### src/rtl/core/mns_pkg.sv
package mns_pkg;

	// score table geometry
	localparam int SCORE_DEPTH = 64;
	localparam int ADDR_W      = $clog2(SCORE_DEPTH);

	// field widths
	localparam int CMD_W        = 3;
	localparam int INDEX_W      = 6;
	localparam int PERIOD_W     = 8;
	localparam int DURATION_W   = 8;
	localparam int NOTE_POS_W   = 6;
	localparam int SCORE_LEN_W  = 7;
	localparam int REST_W       = 8;
	localparam int ENTRY_W      = PERIOD_W + DURATION_W;
	localparam int CFG_DATA_W   = 8;
	localparam int CFG_INDEX_W  = 1;

	// configuration register indexes
	localparam logic [CFG_INDEX_W-1:0] REG_NOTE_COUNT = 1'b0;
	localparam logic [CFG_INDEX_W-1:0] REG_REST_TICKS = 1'b1;

	// reset values of the configuration registers
	localparam logic [SCORE_LEN_W-1:0] SCORE_LEN_RESET  = '0;
	localparam logic [REST_W-1:0]      REST_TICKS_RESET = REST_W'(1);

	// command codes
	typedef enum logic [CMD_W-1:0] {
		CMD_BEAT  = 3'd0,
		CMD_TONE  = 3'd1,
		CMD_WRITE = 3'd2,
		CMD_START = 3'd3,
		CMD_STOP  = 3'd4,
		CMD_CLEAR = 3'd5
	} cmd_t;

	// one input word as held in the input stage
	typedef struct packed {
		cmd_t                  command;
		logic [INDEX_W-1:0]    entry_index;
		logic [PERIOD_W-1:0]   entry_period;
		logic [DURATION_W-1:0] entry_duration;
	} item_t;

	// one result word
	typedef struct packed {
		logic                  pin_level;
		logic                  playing;
		logic [NOTE_POS_W-1:0] note_position;
		logic [PERIOD_W-1:0]   tone_period_now;
		logic                  resting;
	} result_t;

	// configuration seen by the sequencer core
	typedef struct packed {
		logic [SCORE_LEN_W-1:0] note_count;
		logic [REST_W-1:0]      rest_ticks;
	} cfg_t;

endpackage

### src/rtl/core/mns_in_if.sv
interface mns_in_if
	import mns_pkg::*;
();
	logic                  valid;
	logic                  ready;
	logic [CMD_W-1:0]      command;
	logic [INDEX_W-1:0]    entry_index;
	logic [PERIOD_W-1:0]   entry_period;
	logic [DURATION_W-1:0] entry_duration;

	modport source (
		output valid, command, entry_index, entry_period, entry_duration,
		input  ready
	);

	modport sink (
		input  valid, command, entry_index, entry_period, entry_duration,
		output ready
	);
endinterface

### src/rtl/core/mns_out_if.sv
interface mns_out_if
	import mns_pkg::*;
();
	logic                  valid;
	logic                  ready;
	logic                  pin_level;
	logic                  playing;
	logic [NOTE_POS_W-1:0] note_position;
	logic [PERIOD_W-1:0]   tone_period_now;
	logic                  resting;

	modport source (
		output valid, pin_level, playing, note_position, tone_period_now, resting,
		input  ready
	);

	modport sink (
		input  valid, pin_level, playing, note_position, tone_period_now, resting,
		output ready
	);
endinterface

### src/rtl/core/melody_note_sequencer.sv
// an accepted word is held in the input stage, then its result is registered at the output
// throughput: one word per cycle unless result.ready stalls; core state updates per word
// the score table is read at the position of the next word, so no stall is needed
// reset: arst_n clears playback state, handshakes and sets rest_ticks to 1
// score table entries are undefined after reset until written; no clearing pass
module melody_note_sequencer
	import mns_pkg::*;
(
	input  logic                   clk,
	input  logic                   arst_n,
	input  logic                   cfg_wen,
	input  logic [CFG_INDEX_W-1:0] cfg_index,
	input  logic [CFG_DATA_W-1:0]  cfg_data,
	mns_in_if.sink                 item,
	mns_out_if.source              result
);
	cfg_t    cfg_q;
	logic    v_s1;
	item_t   item_s1;
	logic    adv;
	result_t res;
	logic    out_v_q;
	result_t out_q;

	// configuration registers
	always_ff @(posedge clk or negedge arst_n) begin
		if (!arst_n) begin
			cfg_q.note_count <= SCORE_LEN_RESET;
			cfg_q.rest_ticks <= REST_TICKS_RESET;
		end else if (cfg_wen) begin
			case (cfg_index)
				REG_NOTE_COUNT: cfg_q.note_count <= cfg_data[SCORE_LEN_W-1:0];
				REG_REST_TICKS: cfg_q.rest_ticks <= cfg_data[REST_W-1:0];
				default: begin
				end
			endcase
		end
	end

	// input stage moves on whenever the output register is free or drained
	assign adv        = v_s1 && (!out_v_q || result.ready);
	assign item.ready = !v_s1 || adv;

	always_ff @(posedge clk or negedge arst_n) begin
		if (!arst_n) begin
			v_s1 <= 1'b0;
		end else if (item.valid && item.ready) begin
			v_s1 <= 1'b1;
		end else if (adv) begin
			v_s1 <= 1'b0;
		end
	end

	always_ff @(posedge clk) begin
		if (item.valid && item.ready) begin
			item_s1.command        <= cmd_t'(item.command);
			item_s1.entry_index    <= item.entry_index;
			item_s1.entry_period   <= item.entry_period;
			item_s1.entry_duration <= item.entry_duration;
		end
	end

	// sequencer state and score table
	mns_core u_core (
		.clk    (clk),
		.arst_n (arst_n),
		.step   (adv),
		.item   (item_s1),
		.cfg    (cfg_q),
		.res    (res)
	);

	// output register
	always_ff @(posedge clk or negedge arst_n) begin
		if (!arst_n) begin
			out_v_q <= 1'b0;
		end else if (adv) begin
			out_v_q <= 1'b1;
		end else if (result.ready) begin
			out_v_q <= 1'b0;
		end
	end

	always_ff @(posedge clk) begin
		if (adv) begin
			out_q <= res;
		end
	end

	assign result.valid           = out_v_q;
	assign result.pin_level       = out_q.pin_level;
	assign result.playing         = out_q.playing;
	assign result.note_position   = out_q.note_position;
	assign result.tone_period_now = out_q.tone_period_now;
	assign result.resting         = out_q.resting;
endmodule

### src/rtl/core/mns_ram.sv
module mns_ram #(
	parameter int WIDTH = 16,
	parameter int DEPTH = 64
) (
	input  logic                     clk,
	input  logic                     we,
	input  logic [$clog2(DEPTH)-1:0] waddr,
	input  logic [WIDTH-1:0]         wdata,
	input  logic [$clog2(DEPTH)-1:0] raddr,
	output logic [WIDTH-1:0]         rdata
);
	logic [WIDTH-1:0] mem [DEPTH];
	logic [WIDTH-1:0] rdata_q;

	// one write port, one registered read port
	always_ff @(posedge clk) begin
		if (we) begin
			mem[waddr] <= wdata;
		end
		rdata_q <= mem[raddr];
	end

	assign rdata = rdata_q;
endmodule

### src/rtl/core/mns_core.sv
module mns_core
	import mns_pkg::*;
(
	input  logic    clk,
	input  logic    arst_n,
	input  logic    step,
	input  item_t   item,
	input  cfg_t    cfg,
	output result_t res
);
	// playback state
	logic [ADDR_W-1:0]   pos_q, pos_d;
	logic [REST_W-1:0]   beat_q, beat_d;
	logic                rest_q, rest_d;
	logic                run_q, run_d;
	logic [PERIOD_W-1:0] act_q, act_d;
	logic [PERIOD_W-1:0] tone_q, tone_d;
	logic                pin_q, pin_d;

	// copy of entry 0's period for start
	logic [PERIOD_W-1:0] per0_q;

	// write-to-read bypass for the current entry
	logic               byp_q;
	logic [ENTRY_W-1:0] byp_data_q;

	logic                  wr_en;
	logic [ADDR_W-1:0]     wr_addr;
	logic [ENTRY_W-1:0]    wr_data;
	logic [ENTRY_W-1:0]    ram_rdata;
	logic [ENTRY_W-1:0]    cur_entry;
	logic [PERIOD_W-1:0]   cur_period;
	logic [DURATION_W-1:0] cur_dur;
	logic [ADDR_W:0]       pos_inc;
	logic                  limit_hit;
	logic [PERIOD_W-1:0]   tone_inc;

	// score table write
	assign wr_en   = step && (item.command == CMD_WRITE) && (32'(item.entry_index) < SCORE_DEPTH);
	assign wr_addr = ADDR_W'(item.entry_index);
	assign wr_data = {item.entry_period, item.entry_duration};

	// score table, read at the position the next word will see
	mns_ram #(
		.WIDTH (ENTRY_W),
		.DEPTH (SCORE_DEPTH)
	) u_score_ram (
		.clk   (clk),
		.we    (wr_en),
		.waddr (wr_addr),
		.wdata (wr_data),
		.raddr (pos_d),
		.rdata (ram_rdata)
	);

	// current entry, with a fresh write to the same entry forwarded
	assign cur_entry  = byp_q ? byp_data_q : ram_rdata;
	assign cur_period = cur_entry[ENTRY_W-1:DURATION_W];
	assign cur_dur    = cur_entry[DURATION_W-1:0];

	// end of score check
	assign pos_inc   = {1'b0, pos_q} + (ADDR_W+1)'(1);
	assign limit_hit = (32'(pos_inc) >= 32'(cfg.note_count)) || (32'(pos_inc) >= SCORE_DEPTH);
	assign tone_inc  = tone_q + PERIOD_W'(1);

	// next state
	always_comb begin
		pos_d  = pos_q;
		beat_d = beat_q;
		rest_d = rest_q;
		run_d  = run_q;
		act_d  = act_q;
		tone_d = tone_q;
		pin_d  = pin_q;
		if (step) begin
			case (item.command)
				CMD_BEAT: begin
					if (run_q) begin
						if (rest_q) begin
							if (beat_q >= cfg.rest_ticks) begin
								act_d  = cur_period;
								rest_d = 1'b0;
								beat_d = '0;
							end else begin
								beat_d = beat_q + REST_W'(1);
							end
						end else if (beat_q >= cur_dur) begin
							if (limit_hit) begin
								pos_d = '0;
								run_d = 1'b0;
							end else begin
								pos_d = pos_inc[ADDR_W-1:0];
							end
							act_d  = '0;
							rest_d = 1'b1;
							beat_d = '0;
						end else begin
							beat_d = beat_q + REST_W'(1);
						end
					end
				end
				CMD_TONE: begin
					if (run_q) begin
						if (act_q == '0) begin
							tone_d = '0;
						end else if (tone_inc >= act_q) begin
							pin_d  = ~pin_q;
							tone_d = '0;
						end else begin
							tone_d = tone_inc;
						end
					end
				end
				CMD_START: begin
					run_d  = 1'b1;
					act_d  = per0_q;
					tone_d = '0;
				end
				CMD_STOP: begin
					run_d = 1'b0;
				end
				CMD_CLEAR: begin
					pos_d  = '0;
					beat_d = '0;
				end
				default: begin
				end
			endcase
		end
	end

	// state registers
	always_ff @(posedge clk or negedge arst_n) begin
		if (!arst_n) begin
			pos_q  <= '0;
			beat_q <= '0;
			rest_q <= 1'b0;
			run_q  <= 1'b0;
			act_q  <= '0;
			tone_q <= '0;
			pin_q  <= 1'b0;
			byp_q  <= 1'b0;
		end else begin
			pos_q  <= pos_d;
			beat_q <= beat_d;
			rest_q <= rest_d;
			run_q  <= run_d;
			act_q  <= act_d;
			tone_q <= tone_d;
			pin_q  <= pin_d;
			byp_q  <= wr_en && (wr_addr == pos_d);
		end
	end

	// bypass data and entry 0 copy
	always_ff @(posedge clk) begin
		byp_data_q <= wr_data;
		if (wr_en && (wr_addr == '0)) begin
			per0_q <= item.entry_period;
		end
	end

	// result after this word's update
	always_comb begin
		res.pin_level       = pin_d;
		res.playing         = run_d;
		res.note_position   = NOTE_POS_W'(pos_d);
		res.tone_period_now = act_d;
		res.resting         = rest_d;
	end
endmodule
### src/flat_wrapper.sv
// flat-port wrapper written by rule: the top's interface ports become plain ports
module melody_note_sequencer_flat import mns_pkg::*;
  (clk, arst_n, cfg_wen, cfg_index, cfg_data, item_valid, item_command, item_entry_index, item_entry_period, item_entry_duration, item_ready, result_valid, result_pin_level, result_playing, result_note_position, result_tone_period_now, result_resting, result_ready);
  mns_in_if item_i ();
  mns_out_if result_i ();
  input  logic clk;
  input  logic arst_n;
  input  logic cfg_wen;
  input  logic [CFG_INDEX_W-1:0] cfg_index;
  input  logic [CFG_DATA_W-1:0] cfg_data;
  input wire logic [$bits(item_i.valid)-1:0] item_valid;
  input wire logic [$bits(item_i.command)-1:0] item_command;
  input wire logic [$bits(item_i.entry_index)-1:0] item_entry_index;
  input wire logic [$bits(item_i.entry_period)-1:0] item_entry_period;
  input wire logic [$bits(item_i.entry_duration)-1:0] item_entry_duration;
  output wire logic [$bits(item_i.ready)-1:0] item_ready;
  output wire logic [$bits(result_i.valid)-1:0] result_valid;
  output wire logic [$bits(result_i.pin_level)-1:0] result_pin_level;
  output wire logic [$bits(result_i.playing)-1:0] result_playing;
  output wire logic [$bits(result_i.note_position)-1:0] result_note_position;
  output wire logic [$bits(result_i.tone_period_now)-1:0] result_tone_period_now;
  output wire logic [$bits(result_i.resting)-1:0] result_resting;
  input wire logic [$bits(result_i.ready)-1:0] result_ready;
  assign item_i.valid = item_valid;
  assign item_i.command = item_command;
  assign item_i.entry_index = item_entry_index;
  assign item_i.entry_period = item_entry_period;
  assign item_i.entry_duration = item_entry_duration;
  assign item_ready = item_i.ready;
  assign result_valid = result_i.valid;
  assign result_pin_level = result_i.pin_level;
  assign result_playing = result_i.playing;
  assign result_note_position = result_i.note_position;
  assign result_tone_period_now = result_i.tone_period_now;
  assign result_resting = result_i.resting;
  assign result_i.ready = result_ready;
  melody_note_sequencer u_core (.clk(clk), .arst_n(arst_n), .cfg_wen(cfg_wen), .cfg_index(cfg_index), .cfg_data(cfg_data), .item(item_i), .result(result_i));
endmodule
### config.mk
export PLATFORM = sky130hd
export DESIGN_NAME = melody_note_sequencer_flat
export DESIGN_NICKNAME = d
export VERILOG_FILES = /design/src/rtl/core/mns_pkg.sv /design/src/rtl/core/mns_in_if.sv /design/src/rtl/core/mns_out_if.sv /design/src/rtl/core/melody_note_sequencer.sv /design/src/rtl/core/mns_ram.sv /design/src/rtl/core/mns_core.sv /design/src/flat_wrapper.sv
export SDC_FILE = /design/constraint.sdc
export NUM_CORES = 1
export LEC_CHECK = 0
export ABC_AREA = 1
export BUFFER_PORTS_ARGS = -buffer_cell sky130_fd_sc_hd__buf_2
export CORE_MARGIN = 2
export CORE_UTILIZATION = 35
export CTS_CLUSTER_DIAMETER = 150
export DETAILED_ROUTE_END_ITERATION = 7
export PLACE_DENSITY_LB_ADDON = 0.05
export REMOVE_ABC_BUFFERS = 1
export SETUP_SLACK_MARGIN = 0.3
export SYNTH_ARGS = -nofsm -noshare
export SYNTH_HDL_FRONTEND = slang
export SYNTH_HIERARCHICAL = 1
export SYNTH_SLANG_ARGS = --single-unit
### constraint.sdc
create_clock -name clk -period 5 [get_ports clk]
set_input_delay 0.5 -clock clk [delete_from_list [all_inputs] [get_ports clk]]
set_output_delay 0.5 -clock clk [all_outputs]
set_load 0.05 [all_outputs]
==> impl_metrics.env, run 1 <==
export IMPL_drtIter0Drc=2396
export IMPL_use_met2_pct=34.7
export IMPL_seq_area_mm2=0.0342
export IMPL_via_count=31300
export IMPL_p_leak_nw=20.2
export IMPL_cts_root_buf="clkbuf_16"
export IMPL_ff2ff_path_depth=24
export IMPL_synth_seq_cells=1157
export IMPL_regToRegStartpoint="u_core/u_core/pos_q[0]$_DFF_PN0_"
export IMPL_portBuffers=57
export IMPL_grt_pass1_wl_mm=219
export IMPL_grtUsageMet3_pct=4.13
export IMPL_rows=135
export IMPL_cts_buffer_depth=3
export IMPL_grt_pass1_vias=30400
export IMPL_layout_drive_gt1_share_pct=10.5
export IMPL_core_mm2=0.135
export IMPL_vias_per_cell=5.10
export IMPL_wire_per_inst_um=24.8
export IMPL_placed_cell_area_mm2=0.0505
export IMPL_outcome="finished clean"
export IMPL_power_density_mw_per_mm2=463
export IMPL_total_power_mw=25.5
export IMPL_cap_violations=0
export IMPL_fin_crit_sh_pct=87.5
export IMPL_cts_buffers=135
export IMPL_grt_ovfl_total=0
export IMPL_finalHoldViolCount=0
export IMPL_max_slew_margin_pct=28.8
export IMPL_final_setup_viol_count=0
export IMPL_rsz0062_at_grt="no"
export IMPL_clk_insertion_delay_late_ns=0.76
export IMPL_initial_core_util_pct=35.3
export IMPL_min_path_type="in -> reg"
export IMPL_nFillCells=13000
export IMPL_place_hpwl_mm=87.4
export IMPL_end_kind="flip-flop"
export IMPL_dieArea_mm2=0.140
export IMPL_crit_fanout=104
export IMPL_cts_max_level=4
export IMPL_vdd_drop_max_mv=0.281
export IMPL_grt_max_degree=105
export IMPL_synth_area_mm2=0.0478
export IMPL_dr_pass1_iters=5
export IMPL_crit_arrival_ns=5.07
export IMPL_stdcell_area_mm2=0.0550
export IMPL_pre_cts_slack_ns=0.624
export IMPL_postRouteAntennaNets=0
export IMPL_timing_rr_end="u_core/u_core/u_score_ram/rdata[6]$_DFF_P_"
export IMPL_required_ns=5.69
export IMPL_worstHoldStart="cfg_data[3]"
export IMPL_ys_types=46
export IMPL_clk_pin_slew_ns=0.06
export IMPL_whs_ns=0.0521
export IMPL_antenna_found_initial=4
export IMPL_synth_warnings=6
export IMPL_nets=4324
export IMPL_die_height_um=374
export IMPL_num_io_pins=58
export IMPL_synthToLayoutAreaGrowth_pct=15.1
export IMPL_tightest_slew_ns=1.07
export IMPL_grt_busiest_layer="met2"
export IMPL_criticalPathCategory="reg -> reg"
export IMPL_cts_tree="yes"
export IMPL_seq_area_frac_synth_pct=71.5
export IMPL_syn_avg_cell_area_um2=11.7
export IMPL_hold_end="u_core/cfg_q[11]$_DFFE_PN0P_"
export IMPL_die_w_um=374
export IMPL_skew_ns=0.0292
export IMPL_hold_depth=3
export IMPL_period_needed_ns=4.38
export IMPL_crit_path_start_kind="flip-flop"
export IMPL_drc_errors=0
export IMPL_fin_ws_ns=0.624
export IMPL_cts_num_sinks=1157
export IMPL_max_freq_mhz=229
export IMPL_slew_viol_final=0
export IMPL_routabilityCongestion=0.802
export IMPL_grt_use_met1_pct=29.8
export IMPL_syn_instance_count=4097
export IMPL_wl_mm=152
export IMPL_r2r_slack_ns=0.62
export IMPL_multi_input_area_mm2=0.0119
export IMPL_grtUsageTotal_pct=21.6
-- cell families (layout without fill, tap and decap cells) --
logic type | Yosys count | count (layout) | share of synthesized area, %
AOI/OAI and AO/OA | 49 | 49 | 0.691
xor gates and xnor gates | 15 | 15 | 0.275
adders and majority gates | 34 | 34 | 0.890
buffers and inverters | 325 | 576 | 3.91
DFF | 1157 | 1157 | 71.5
muxes | 16 | 16 | 0.359
other | 0 | 2 | 0
and+or+nand+nor | 2501 | 2501 | 22.4
-- cell usage after synthesis (all sizes together) --
cell type | count | area (um^2)
o21a | 2 | 15.0
clkbuf | 28 | 105
or2 | 2 | 12.5
o211ai | 9 | 67.6
o2111ai | 1 | 8.76
inv | 89 | 349
a211oi | 1 | 12.5
edfxtp | 1074 | 32300
a21o | 1 | 7.51
mux2i | 7 | 70.1
nor2 | 86 | 359
nor4 | 8 | 50.1
nor4b | 1 | 8.76
nand2 | 1459 | 5510
mux2 | 9 | 101
xor2 | 12 | 105
dfrtp | 50 | 1250
o22ai | 7 | 43.8
a32o | 5 | 50.1
nor3 | 10 | 60.1
dfxtp | 32 | 641
nand3 | 919 | 4610
o21ai | 4 | 20.0
dfstp | 1 | 26.3
xnor2 | 3 | 26.3
buf | 208 | 1410
o31ai | 1 | 7.51
nand4 | 12 | 75.1
nand3b | 3 | 22.5
nor3b | 1 | 7.51
o32ai | 2 | 17.5
ha | 34 | 425
a21oi | 16 | 80.1
-- layout by cell type, fill, tap and decap left out, drive strengths merged, types with 10 or more instances in the layout --
master | synthesis | routed
edfxtp | 1074 | 1074
buf | 208 | 218
nor2 | 86 | 86
nand3 | 919 | 919
ha | 34 | 34
a21oi | 16 | 16
dlygate4sd3 | 0 | 35
xor2 | 12 | 12
inv | 89 | 91
nor3 | 10 | 10
clkinv | 0 | 44
dfrtp | 50 | 50
nand4 | 12 | 12
dfxtp | 32 | 32
nand2 | 1459 | 1459
clkbuf | 28 | 182
-- registers in the layout, indices dropped and copies added (netlist names), 15 cells and up --
name and flops:
u_core/cfg_q 15, u_core/item_s1 25, u_core/u_core/byp_data_q 16, u_core/u_core/u_score_ram/mem 1024
u_core/u_core/u_score_ram/rdata 16
-- critical path, cell delays in order, from the launching register on --
cell	delay (ns)
dfrtp_1	0.42
ha_1	0.22
nand2_1	0.06
inv_1	0.04
nand2_1	0.09
nor2_1	0.05
nand2_1	0.07
inv_1	0.05
ha_1	0.28
a21o_1	0.18
nor2_1	0.10
nand3_1	0.20
nor3_1	0.18
nand3_1	0.16
nand2_4	0.23
buf_4	0.17
buf_12	0.38
nand2_1	0.11
nand3_1	0.11
nand3_1	0.21
nand2_1	0.31
nand2_1	0.28
nand3_1	0.15
nand3_1	0.07
nand2_1	0.07
-- through the flow --
stage	TNS [ns]	util, %	instances
after floorplan	-258.98	-	3861
after global placement	0	37.2	5858
after detailed placement	0	37.2	5858
after CTS	0	40.6	6127
after global routing	0	40.6	6129
final	0	40.6	6131
-- per-layer routing --
metal  share of wire [%]  vias to the layer above
li1                    -                    14700
met1                  45                    15700
met2                  47                      781
met3                 5.5                      195
met4                 2.5                        0
met5                   0                        -
-- power by group --
part	switching (mW)	internal (mW)	total, mW
sequential	0.252	10.8	11.1
clock	3.94	5.49	9.43
combinational	3.62	1.33	4.95
total	7.81	17.7	25.5
-- final cells by class --
class / instances / area share [%]
Sequential cell: 1157 / 62.1
Multi-Input combinational cell: 2615 / 21.6
Clock buffer: 182 / 6.80
Tap cell: 1781 / 4.05
Timing Repair Buffer: 253 / 3.92
Clock inverter: 52 / 0.785
Inverter: 89 / 0.687
Antenna cell: 2 / 0.00910
-- what timing repair did --
action	in CTS	in global routing
endpoints found under the setup margin	0	5
endpoints found under the hold margin	88	0
gates resized for setup	0	3
buffers inserted	0	2
hold buffers	35	0
-- how the worst max path moves through the flow --
stage / start / end / slack (ns) / cells past startpoint
finish: u_core/u_core/pos_q[0]$_DFF_PN0_ / u_core/u_core/u_score_ram/rdata[6]$_DFF_P_ / 0.62 / 24
global route: u_core/u_core/pos_q[0]$_DFF_PN0_ / u_core/u_core/u_score_ram/rdata[15]$_DFF_P_ / 0.33 / 24
global placement: u_core/u_core/pos_q[0]$_DFF_PN0_ / u_core/u_core/u_score_ram/rdata[14]$_DFF_P_ / 0.58 / 25
CTS: u_core/u_core/pos_q[0]$_DFF_PN0_ / u_core/u_core/u_score_ram/rdata[14]$_DFF_P_ / 0.61 / 25
detailed placement: u_core/u_core/pos_q[0]$_DFF_PN0_ / u_core/u_core/u_score_ram/rdata[14]$_DFF_P_ / 0.62 / 25
floorplan: u_core/result.valid$_DFFE_PN0P_ / u_core/u_core/u_score_ram/rdata[11]$_DFF_P_ / -11.27 / 16
Power figures use the tool's default switching activity.
==> run 2: changes to the inputs <==
REMOVE_ABC_BUFFERS = default   (was 1)
==> run 2 against run 1 <==
Critical path depth up 1. Highest routed layer is now met5. Final area up 0.38%. Maximum frequency up 1.2%. Register-to-register slack better by 0.05 ns. Non-clock buffer count up 13. Largest cell class unchanged. Global-route usage down 0.11 points.
==> impl_metrics.env, run 2 (synthesis results as in run 1) <==
export IMPL_vdd_drop_max_mv=0.198
export IMPL_clkPwrFrac_pct=37.2
export IMPL_grtUsageTotal_pct=21.5
export IMPL_cts_buffers=136
export IMPL_switching_power_mw=7.59
export IMPL_crit_path_start_kind="flip-flop"
export IMPL_fin_ws_ns=0.675
export IMPL_layout_commonest_cell="nand2_1"
export IMPL_portBuffers=57
export IMPL_crit_fanout=39
export IMPL_max_slew_margin_pct=21.5
export IMPL_criticalPathCategory="reg -> reg"
export IMPL_comb_power_share_pct=18.7
export IMPL_stdcell_area_mm2=0.0552
export IMPL_tns_ns=0
export IMPL_cts_num_sinks=1157
export IMPL_p_leak_nw=20.3
export IMPL_placed_cell_area_mm2=0.0506
export IMPL_cap_violations=0
export IMPL_finalHoldViolCount=0
export IMPL_crit_path_start="u_core/u_core/pos_q[0]$_DFF_PN0_"
export IMPL_clk_pin_slew_ns=0.06
export IMPL_grt_max_degree=70
export IMPL_final_setup_viol_count=0
export IMPL_total_power_mw=25.2
export IMPL_r2r_slack_ns=0.68
export IMPL_cts_max_level=4
export IMPL_tightest_slew_ns=1.18
export IMPL_top_register="u_core/u_core/u_score_ram/mem"
export IMPL_grt_pass1_wl_mm=220
export IMPL_slew_viol_final=0
export IMPL_vias_per_cell=5.06
export IMPL_multi_input_area_mm2=0.0120
export IMPL_regToRegStartpoint="u_core/u_core/pos_q[0]$_DFF_PN0_"
export IMPL_largest_reg_flops=1024
export IMPL_cts_tree="yes"
export IMPL_end_kind="flip-flop"
export IMPL_fin_crit_sh_pct=86.5
export IMPL_crit_arrival_ns=5.02
export IMPL_postRouteAntennaNets=0
export IMPL_final_cell_mix="nand2_1 (1,448), edfxtp_1 (1,074), nand3_1 (912), buf_4 (143), clkbuf_16 (138)"
export IMPL_rows=135
export IMPL_die_height_um=374
export IMPL_skew_ns=0.0290
export IMPL_num_io_pins=58
export IMPL_biggestRegsByFlops="u_core/u_core/u_score_ram/mem: 1024 flops, u_core/item_s1: 25 flops"
export IMPL_timing_rr_end="u_core/u_core/u_score_ram/rdata[15]$_DFF_P_"
export IMPL_ff2ff_path_depth=25
export IMPL_nFillCells=13000
export IMPL_grt_ovfl_total=0
export IMPL_wl_mm=150
export IMPL_place_hpwl_mm=85.8
export IMPL_min_path_type="in -> reg"
export IMPL_outcome="finished clean"
export IMPL_clk_insertion_delay_late_ns=0.77
export IMPL_grt_pass1_vias=30800
export IMPL_internal_power_mw=17.6
export IMPL_power_density_mw_per_mm2=456
export IMPL_drc_errors=0
export IMPL_initial_core_util_pct=35.3
export IMPL_synth_fp_nets=4170
export IMPL_seq_area_mm2=0.0342
export IMPL_core_mm2=0.135
export IMPL_p_seq_share_pct=44.1
export IMPL_switching_share_pct=30.1
export IMPL_routabilityCongestion=0.798
export IMPL_synthToLayoutAreaGrowth_pct=15.5
export IMPL_pre_cts_slack_ns=0.250
export IMPL_period_needed_ns=4.32
export IMPL_dr_pass1_iters=5
export IMPL_die_w_um=374
export IMPL_nets=4338
export IMPL_max_freq_mhz=231
export IMPL_via_count=31100
export IMPL_cts_buffer_depth=3
export IMPL_rsz0062_at_grt="yes"
export IMPL_critPathCapture="u_core/u_core/u_score_ram/rdata[15]$_DFF_P_"
export IMPL_cts_root_buf="clkbuf_16"
export IMPL_layout_drive_gt1_share_pct=11.0
export IMPL_antenna_found_initial=9
export IMPL_dieArea_mm2=0.140
export IMPL_wire_per_inst_um=24.4
export IMPL_drtIter0Drc=2614
export IMPL_required_ns=5.69
## run 2: how the worst min path moves through the flow
stage | start | endpoint | depth (start not counted)
finish | cfg_index | u_core/cfg_q[0]$_DFFE_PN1P_ | 3
global route | cfg_index | u_core/cfg_q[5]$_DFFE_PN0P_ | 3
detailed placement | u_core/cfg_q[5]$_DFFE_PN0P_ | u_core/cfg_q[5]$_DFFE_PN0P_ | 2
CTS | cfg_index | u_core/cfg_q[6]$_DFFE_PN0P_ | 3
global placement | u_core/cfg_q[7]$_DFFE_PN0P_ | u_core/cfg_q[7]$_DFFE_PN0P_ | 2
floorplan | arst_n | u_core/cfg_q[10]$_DFFE_PN0P_ | 0
## run 2: per-layer routing
| metal | track usage, % | wire length [um] | up-vias |
|---|---|---|---|
| met5 | 0 | 7 | - |
| met4 | 5.38 | 2900 | 2 |
| met3 | 3.02 | 6700 | 170 |
| met2 | 35.5 | 72200 | 676 |
| met1 | 29.9 | 68300 | 15600 |
| li1 | - | - | 14700 |
## run 2: timing repair
item / 4_1_cts / 5_1_grt
hold buffers: 36 / 0
hold endpoints to repair: 90 / 0
setup buffers: 0 / 0
endpoints found under the setup margin: 4 / 6
resized for setup: 2 / 7
## run 2: power groups by stage
stage,registers (mW),logic [mW],clock network [mW]
floorplan,11.3,3.04,0
global placement,11.3,4.74,0
detailed placement,11.3,4.74,0
CTS,11.1,4.78,9.60
global route,11.1,5.27,9.93
finish,11.1,4.71,9.35
## run 2: final cells by class
class	instances	area share [%]
clock buffer	179	6.60
inverter	89	0.689
antenna	2	0.00906
tap	1781	4.03
timing repair buffer	266	4.17
sequential	1157	61.9
clock inverter	63	0.945
multi-input combinational	2615	21.7
## run 2: worst max-delay path: stages (launching register included)
cell,delay [ns]
dfrtp_1,0.42
ha_1,0.23
nand2_1,0.07
inv_1,0.04
nand2_1,0.09
xor2_1,0.16
inv_1,0.08
ha_1,0.29
nand2_1,0.07
a21oi_1,0.06
nor2_1,0.08
nand3_1,0.20
nor3_1,0.18
nand3_1,0.17
nand2_4,0.21
buf_12,0.25
buf_12,0.24
buf_4,0.30
nand2_1,0.08
nand3_1,0.09
nand3_1,0.15
nand2_1,0.11
nand2_1,0.06
nand3_2,0.17
nand3_2,0.21
nand2_1,0.15
## run 2: metrics by stage
stage	cells	hold WS, ns	util (%)
global placement	5872	0.459	37.4
global route	6150	0.102	40.8
finish	6152	0.118	40.8
floorplan	4097	0.204	-
detailed placement	5872	0.462	37.4
CTS	6150	0.0678	40.7
